**src/hw/rtl/sqvt_pkg.sv**
```systemverilog
// Shared types, constants and helper functions for the sprite quad vertex transform.
// Used by every module of the block; depends on nothing else.
`timescale 1ns / 1ps

package sqvt_pkg;

  localparam int CORDIC_STEPS = 16;
  localparam int TABLE_LEN = 24;
  localparam int CW = 34;
  localparam int FIFO_DEPTH = 4;
  localparam int FIFO_AW = $clog2(FIFO_DEPTH);

  localparam logic signed [20:0] ANG_PI = 21'sd205887;
  localparam logic signed [20:0] ANG_TWO_PI = 21'sd411775;
  localparam logic signed [20:0] ANG_HALF_PI = 21'sd102944;
  localparam logic signed [CW-1:0] CORDIC_GAIN = CW'(32'h26DD3B6A);

  localparam logic signed [65:0] SAT_MAX = 66'sd2147483647;
  localparam logic signed [65:0] SAT_MIN = -66'sd2147483648;

  typedef logic signed [31:0] q16_t;

  typedef enum logic [3:0] {
    REG_CORNER_LEFT   = 4'd0,
    REG_CORNER_TOP    = 4'd1,
    REG_CORNER_RIGHT  = 4'd2,
    REG_CORNER_BOTTOM = 4'd3,
    REG_UV_CORNERS    = 4'd4,
    REG_DEPTH         = 4'd5,
    REG_COLORS_FIRST  = 4'd6,
    REG_COLORS_SECOND = 4'd7
  } sqvt_reg_t;

  typedef struct packed {
    q16_t        corner_left;
    q16_t        corner_top;
    q16_t        corner_right;
    q16_t        corner_bottom;
    logic [63:0] uv_corners;
    logic [15:0] depth;
    logic [63:0] colors_first_pair;
    logic [63:0] colors_second_pair;
  } sqvt_cfg_t;

  typedef struct packed {
    q16_t px;
    q16_t py;
    q16_t l;
    q16_t r;
    q16_t t;
    q16_t b;
    logic rot;
  } sqvt_carry_t;

  typedef struct packed {
    sqvt_carry_t          geo;
    logic signed [CW-1:0] sin_v;
    logic signed [CW-1:0] cos_v;
  } sqvt_item_t;

  function automatic q16_t sat32(input logic signed [65:0] v);
    if (v > SAT_MAX) begin
      return 32'sh7FFFFFFF;
    end else if (v < SAT_MIN) begin
      return 32'sh80000000;
    end
    return v[31:0];
  endfunction

  function automatic logic signed [CW-1:0] atan_q30(input int unsigned i);
    logic [31:0] a;
    case (i)
      0: a = 32'h3243F6A8;
      1: a = 32'h1DAC6705;
      2: a = 32'h0FADBAFC;
      3: a = 32'h07F56EA6;
      4: a = 32'h03FEAB76;
      5: a = 32'h01FFD55B;
      6: a = 32'h00FFFAAA;
      7: a = 32'h007FFF55;
      8: a = 32'h003FFFEA;
      9: a = 32'h001FFFFD;
      10: a = 32'h000FFFFF;
      11: a = 32'h0007FFFF;
      12: a = 32'h0003FFFF;
      13: a = 32'h0001FFFF;
      14: a = 32'h0000FFFF;
      15: a = 32'h00007FFF;
      16: a = 32'h00003FFF;
      17: a = 32'h00001FFF;
      18: a = 32'h00000FFF;
      19: a = 32'h000007FF;
      20: a = 32'h000003FF;
      21: a = 32'h000001FF;
      22: a = 32'h000000FF;
      default: a = 32'h0000007F;
    endcase
    return $signed({{(CW-32){1'b0}}, a});
  endfunction

endpackage

```
**src/hw/rtl/sqvt_fifo.sv**
```systemverilog
// Short queue of prepared quad words between the front and back parts.
// Depends on sqvt_pkg for the word type and depth.
`timescale 1ns / 1ps

module sqvt_fifo (
  input  logic                 clk,
  input  logic                 rst,
  input  logic                 push,
  input  sqvt_pkg::sqvt_item_t push_data,
  input  logic                 pop,
  output sqvt_pkg::sqvt_item_t head,
  output logic                 full,
  output logic                 empty
);
  import sqvt_pkg::*;

  sqvt_item_t mem [0:FIFO_DEPTH-1];
  logic [FIFO_AW-1:0] wr_ptr, rd_ptr;
  logic [FIFO_AW:0] count;

  assign full = (count == (FIFO_AW+1)'(FIFO_DEPTH));
  assign empty = (count == '0);
  assign head = mem[rd_ptr];

  always_ff @(posedge clk) begin
    if (rst) begin
      wr_ptr <= '0;
      rd_ptr <= '0;
      count <= '0;
    end else begin
      if (push) begin
        wr_ptr <= wr_ptr + 1'b1;
      end
      if (pop) begin
        rd_ptr <= rd_ptr + 1'b1;
      end
      if (push && !pop) begin
        count <= count + 1'b1;
      end else if (pop && !push) begin
        count <= count - 1'b1;
      end
    end
    if (push) begin
      mem[wr_ptr] <= push_data;
    end
  end

endmodule

```
**config.mk**
```make
export PLATFORM = sky130hd
export DESIGN_NAME = sqvt_fifo
export DESIGN_NICKNAME = d
export VERILOG_FILES = /design/src/hw/rtl/sqvt_pkg.sv /design/src/hw/rtl/sqvt_fifo.sv
export SDC_FILE = /design/constraint.sdc
export NUM_CORES = 1
export LEC_CHECK = 0
export ABC_CLOCK_PERIOD_IN_PS = 15100
export BUFFER_PORTS_ARGS = -buffer_cell sky130_fd_sc_hd__buf_4
export CAP_MARGIN = 20
export CORE_MARGIN = 2
export CORE_UTILIZATION = 52
export CTS_BUF_LIST = sky130_fd_sc_hd__clkbuf_4
export DETAILED_ROUTE_END_ITERATION = 10
export GPL_TIMING_DRIVEN = 1
export HOLD_SLACK_MARGIN = 0.12
export PLACE_DENSITY = 0.74
export SKIP_LAST_GASP = 1
export SYNTH_ARGS = -nofsm -noshare
export SYNTH_HDL_FRONTEND = slang
export SYNTH_SLANG_ARGS = --single-unit
```
**constraint.sdc**
```tcl
create_clock -name clk -period 15.1 [get_ports clk]
set_clock_uncertainty 0.1 [all_clocks]
set_input_delay 1.51 -clock clk [delete_from_list [all_inputs] [get_ports clk]]
set_output_delay 1.51 -clock clk [all_outputs]
set_load 0.01 [all_outputs]
```
Word level (Yosys, flattened, before mapping)
Memory sizes are Yosys's and may differ from the RTL's. A register that Yosys moved wholly into a read port is not among the register bits.
Index checks and enable logic that the tools add are counted.

cells by class
  eq/ne operators = 1
  muxes and demuxes = 6
  add/subtract/negate cells = 4
  reductions and logical operators = 6

operators by type and width
  cell                                               count
  2-to-1 mux 3 bit                                   2
  adder 2 x 1 -> 2 bit (second input constant)       2
  2-to-1 mux 2 bit                                   2
  adder 3 x 1 -> 3 bit (second input constant)       1
  equality test 3 bit (second input constant)        1
  zero test 3 bit                                    1
  subtractor 3 x 1 -> 3 bit (second input constant)  1
  logical AND 1 bit                                  2
  zero test 1 bit                                    2
  2-to-1 mux 1 bit                                   2
  nonzero test 2 bit                                 1

word-level totals
  input bits = 265
  bits in registers = 7
  bits in writable memories = 1,044
  memories = 1
  logic and storage cells = 21

memories
  name  words  bits a word  read ports  clocked after Yosys merged registers in  write ports  line             text
  mem   4      261          1           1                                        1            sqvt_fifo.sv:17  sqvt_item_t mem [0:FIFO_DEPTH-1];

Longest topological paths before layout
Gate-level depths: netlist of the first run.

  depth after elaboration = 4
  depth in mapped cells = 7
  depth with buffers taken out = 7

Least setup slack after synthesis of the first run
Ideal clock, no wire load.

  path type = input-to-reg
  from = input port push
  to = memory mem[0][0] (netlist bit) (enable)
  buffers on the path = 0
  required time = 14.346 ns
  stages = 1
  path slack = 6.939 ns
  arrival time = 7.407 ns
  path through = and2_1

between the ends
  longest elaborated chain between the ends = 2

RTL lines
  element                                 line             text
  from (decl)                             sqvt_fifo.sv:8   input logic push,
  2-to-1 mux 1 bit                        sqvt_fifo.sv:43  if (push) begin
  2-to-1 mux 1 bit (not written as such)  sqvt_fifo.sv:44  mem[wr_ptr] <= push_data;
  to (decl)                               sqvt_fifo.sv:17

Every way passes these cells.

==> reports/qor.csv, run 1 <==
metric,value,unit
run status,"complete, no violations",
routed wire length,77400,um
CTS tree,built,
register area,31500,um2
# fillers,4821,
CP Capture Type,output pin,
Critical R2R Capture,mem[3][218]$_DFFE_PP_,
die extent in y,275,um
GPL Wtd Cong,0.764,
placed cell area,43000,um2
Post-Syn Instances,1407,
first-pass GRT wire length,115000,um
Worst Hold End,count[2]$_SDFFE_PP0P_,
H-Tree Level Count,5,
Worst EP required,13.49,ns
mux contribution to synthesized area,15.5,%
Synth area leader,edfxtp_1,
Switching Fraction,22.4,%
Worst Setup Start Kind,flop,
XOR/XNOR Fraction of Synth Area,0.115,%
Core ar.,72700,um2
grt ovf,0,
RSZ-0062 raised after global routing,false,
worst hold path type,reg -> reg,
# rows,99,
# IOs,528,
R2R cell count,4,
final hold viol count,0,
Initial Util,52.4,%
PostCTS Resize Cnt,0,
critical path class,reg -> out,
Unique masters post-synth,21,
number of buffers created by CTS,276,
via count,17970,
clk root buf,clkbuf_4,
# port buffers,527,
Starting DRT DRC Count,1256,
Clk pwr share,35.5,%
largest net degree at the start of global routing,134,
Post-CTS Hold Fix Bufs,0,
Period minus WS final,6.37,ns
post-synthesis simple-gate area fraction,0.194,%
"top cells by area, synth","edfxtp_1 82%, mux4_2 15%, buf_6 0.65%, dfxtp_1 0.47%, buf_2 0.38%",
ys async rst share,0,%
Post-CTS Setup Repair Bufs,0,
"Seq/Total Area, Yosys",82.8,%
worst slew pin tran,1.08,ns
TNS Setup,0,ns
min-delay src,count[2]$_SDFFE_PP0P_,
layout cells sized above 1,52.4,%
Post-Synth Adder-Cell Area,0.217,%
hold path cells,2,
top-count cell post-synth,edfxtp_1,
Final HPWL DP,47900,um
Comb power frac,10.8,%
Synth top area share,82.3,%
Critical Path Fanout Max,41,
Die W,275,um
Most used DFF post-synth,edfxtp_1,
drt pass-1 iters,5,
Reg power frac,53.7,%
VDD IR max,0.000106,V
Leak Pwr,0.0158,uW
DRC,0,
reg2reg start,wr_ptr[0]$_SDFFE_PP0P_,
initial antenna violation count,13,
Worst Path Arrival,4.76,ns
r2r setup slk,11.53,ns
Post-Syn Area per Cell,27.1,um2
pwr/cell area,137,nW/um2
clk sinks,1053,
"Clk pin slew, worst setup/hold paths",0.06,ns
GRT Util Overall,20.7,%
vias in the first global route,19622,
synth-to-layout area growth,21.4,%
later-pin clock latency in the skew report,1.10,ns
Pins Over Slew Limit,0,
Synth Area in Compound Gates,0.0263,%
largest family of logic cells by synthesized area,multiplexers,
fin crit share,42.2,%
Fmax,157,MHz
maxcap violations,0,
"Cell Area, Synth",38100,um2
number of flops mapped to enable cells by yosys,1044,
routed length per placed instance,23.4,um
vias per cell,5.43,
Final Cell Area,46200,um2
Multi-input gate area,6120,um2
Net Sw Power,1420,uW
Final ANT Viol Nets,0,
cell-internal power,4910,uW
most frequent cells after synthesis,"1044 x edfxtp_1, 261 x mux4_2, 29 x buf_2, 22 x buf_6, 9 x dfxtp_1",
max_slew headroom,28.2,%
Ys Warns,0,
syn_nets,1678,
total power,6330,uW
nets@finish,2448,
CTS Buffer Depth,4,
final setup violation count,0,
total die area,75400,um2
synthesized flop and latch total,1053,
[critical path, cell delays in order, from the launching register on]
cell and delay [ns]:
dfxtp_4 0.61, buf_4 0.70, buf_4 0.79, buf_4 0.66, mux4_2 0.61, buf_4 0.17
[registers in the layout, indices dropped and copies added, names as in the netlist, named ones only]
register	cells
wr_ptr	2
rd_ptr	2
mem	1044
count	3
[worst max path at each step]
stage / end / cells past startpoint / start / slack (ns)
6_report: head[167] / 5 / flop / 8.74
5_1_grt: head[220] / 5 / flop / 8.16
4_1_cts: head[129] / 5 / flop / 8.09
3_5_place_dp: head[129] / 5 / flop / 9.38
3_3_place_gp: head[197] / 5 / flop / 9.38
2_1_floorplan: mem[0][0]$_DFFE_PP_ / 1 / push / 6.94
[kinds of logic after synthesis]
kind of cell	Yosys count
DFF	1053
muxes	263
buffers and inverters	63
and+or+nand+nor	15
adders and majority gates	6
xor gates and xnor gates	5
AOI/OAI and AO/OA	2
[layout make-up]
cell class | instances | share of cell area (%)
antenna | 14 | 0.0758
timing repair buffer | 551 | 9.02
inverter | 4 | 0.0325
multi-input combinational | 291 | 13.2
clock inverter | 45 | 0.495
clock buffer | 390 | 6.33
sequential | 1053 | 68.2
tap | 959 | 2.60
[metal layers]
layer | part of all wire, % | GRT usage, % | up-vias
met5 | 0.11 | 0 | -
met4 | 3.3 | 9.70 | 12
met3 | 10 | 9.21 | 165
met2 | 51 | 33.6 | 687
met1 | 35 | 23.8 | 9277
li1 | - | - | 7829
[power groups by stage]
| stage | clock (uW) | combinational (uW) | sequential (uW) |
|---|---|---|---|
| detailed placement | 0 | 691 | 3470 |
| finish | 2250 | 681 | 3400 |
| global route | 2460 | 730 | 3410 |
| floorplan | 0 | 361 | 3480 |
| global placement | 0 | 681 | 3450 |
| CTS | 2320 | 693 | 3400 |
[stage by stage]
stage	worst slack [ns]	utilization, %	std cells	hold slack (ns)
finish	8.74	63.6	3307	0.443
global route	8.16	63.6	3305	0.355
CTS	8.09	63.5	3292	0.352
detailed placement	9.38	59.2	2857	0.434
global placement	9.38	59.2	2857	0.379
floorplan	6.94	-	1407	0.366
[placed cells by master, fill, tap and decap left out, types with 2 or more instances in the layout]
cell type,n
clkbuf_4,390
dfxtp_1,7
xnor2_1,2
edfxtp_1,1044
xor2_1,3
ha_1,5
inv_2,8
clkinv_2,3
clkinv_1,31
diode_2,14
buf_4,549
mux4_2,261
nor2_1,7
inv_1,4
bufinv_16,2
dfxtp_4,2
mux2i_1,2
and2_4,4
No activity file was read; power rests on OpenSTA's default activity.
==> run 2: changes to the inputs <==
- ABC_CLOCK_PERIOD_IN_PS: 15100 -> 5500
- PLACE_DENSITY: 0.74 -> 0.77
- clock period: 15.1 -> 5.5 ns (I/O delays scaled with it)
==> run 2 against run 1 <==
Effect of this change: final cell count increased by 15%; via count increased by 17%; clock power increased to 2.8 times the previous value; setup slack got worse by 7.3 ns; first-iteration DRC count increased by 60%; sequential power increased to 2.8 times the previous value; worst hold slack got worse by 0.22 ns; largest cell class unchanged; total power increased to 2.8 times the previous value; wire length increased by 23%; utilization increased by 7.2 points; combinational power increased to 3.3 times the previous value; non-clock buffer count increased by 513.
==> reports/qor.csv, run 2 (synthesized netlist as in run 1, its figures left out) <==
metric,value,unit
Reg power frac,51.9,%
Multi-input gate area,6120,um2
Initial Util,52.4,%
cell-internal power,13700,uW
CTS Buffer Depth,4,
worst hold path type,in -> reg,
Largest regs,"mem: 1044 flops, count: 3 flops",
first-pass GRT wire length,140000,um
R2R cell count,3,
Worst Path Arrival,3.40,ns
final setup violation count,0,
largest net degree at the start of global routing,123,
critical path class,reg -> out,
GPL Wtd Cong,0.746,
fin crit share,73.7,%
final hold viol count,0,
GRT Util Overall,25.3,%
CTS tree,built,
synth-to-layout area growth,35.2,%
DRC,0,
Largest Register,mem,
Period minus WS final,4.05,ns
Post-CTS Setup Repair Bufs,0,
Post-CTS Hold Fix Bufs,515,
max reg flops,1044,
Comb power frac,12.6,%
register area,31500,um2
Pins Over Slew Limit,0,
initial antenna violation count,9,
clk sinks,1053,
Die W,275,um
TNS Setup,0,ns
Core ar.,72700,um2
later-pin clock latency in the skew report,1.06,ns
CP Capture Type,output pin,
pwr/cell area,350,nW/um2
vias in the first global route,23037,
H-Tree Level Count,5,
grt ovf,0,
Worst EP required,4.85,ns
Final HPWL DP,46500,um
Net Sw Power,4340,uW
drt pass-1 iters,5,
Worst Setup Start Kind,flop,
VDD IR max,0.000290,V
"commonest non-fill, non-tap cell in the layout",edfxtp_1,
r2r setup slk,2.80,ns
via count,20963,
Leak Pwr,0.0179,uW
total die area,75400,um2
PostCTS Resize Cnt,0,
Starting DRT DRC Count,2007,
number of buffers created by CTS,275,
nets@finish,2960,
Switching Fraction,24.1,%
maxcap violations,0,
clk root buf,clkbuf_4,
Final ANT Viol Nets,0,
most frequent cells in the layout,"1044 x edfxtp_1, 535 x buf_4, 515 x dlygate4sd3_1",
Fmax,247,MHz
# IOs,528,
Critical Path Fanout Max,48,
die extent in y,275,um
# fillers,4002,
run status,"complete, no violations",
Clk pwr share,35.5,%
# port buffers,527,
routed length per placed instance,25.0,um
worst slew pin tran,0.956,ns
RSZ-0062 raised after global routing,false,
routed wire length,95300,um
max_slew headroom,36.2,%
layout cells sized above 1,42.2,%
Fin Hold WS,0.226,ns
hold path cells,2,
# rows,99,
vias per cell,5.49,
"Clk pin slew, worst setup/hold paths",0.07,ns
-- run 2: critical path, stage by stage (launching register included) --
cell	delay, ns
dfxtp_4	0.74
buf_12	0.41
buf_12	0.34
mux4_2	0.57
buf_4	0.17
-- run 2: per-stage QoR --
| step | total power, uW | setup WS [ns] | std cells | cell area [um2] | util (%) |
|---|---|---|---|---|---|
| 3_3_place_gp | 11400 | 2.48 | 2856 | 43200 | 59.4 |
| 2_1_floorplan | 10500 | 1.22 | 1407 | 38100 | - |
| 4_1_cts | 17900 | 1.27 | 3804 | 51400 | 70.8 |
| 5_1_grt | 18700 | 1.16 | 3809 | 51500 | 70.8 |
| 6_report | 18000 | 1.45 | 3815 | 51500 | 70.8 |
| 3_5_place_dp | 11400 | 2.49 | 2856 | 43200 | 59.4 |
-- run 2: per-layer routing --
layer	vias to the layer above	track usage, %	wire length, um
met3	206	8.63	9120
li1	8859	-	-
met1	10760	30.7	34400
met5	-	0	41
met2	1132	42.4	49200
met4	6	9.30	2590
-- run 2: final timing paths --
| check | startpoint | end |
|---|---|---|
| worst min register to register | rd_ptr[1]$_SDFFE_PP0P_ | rd_ptr[1]$_SDFFE_PP0P_ |
| worst max-delay path | flop | head[183] |
| worst min-delay path | push_data[137] | mem[1][137]$_DFFE_PP_ |
| worst max register to register | wr_ptr[1]$_SDFFE_PP0P_ | mem[3][221]$_DFFE_PP_ |
-- run 2: power groups by stage --
| stage | combinational (uW) | sequential, uW | clock (uW) |
|---|---|---|---|
| 4_1_cts | 2220 | 9340 | 6370 |
| 3_3_place_gp | 1880 | 9480 | 0 |
| 3_5_place_dp | 1910 | 9510 | 0 |
| 5_1_grt | 2380 | 9380 | 6950 |
| 2_1_floorplan | 991 | 9490 | 0 |
| 6_report | 2270 | 9360 | 6410 |
-- run 2: final cells by class --
cell class	count	area share, %
repair buffers	1064	18.4
flip-flops and latches	1053	61.3
well taps	959	2.33
multi-input cells	291	11.9
inverters	4	0.0292
clock inverters	64	0.688
diodes	11	0.0535
clock buffers	369	5.38
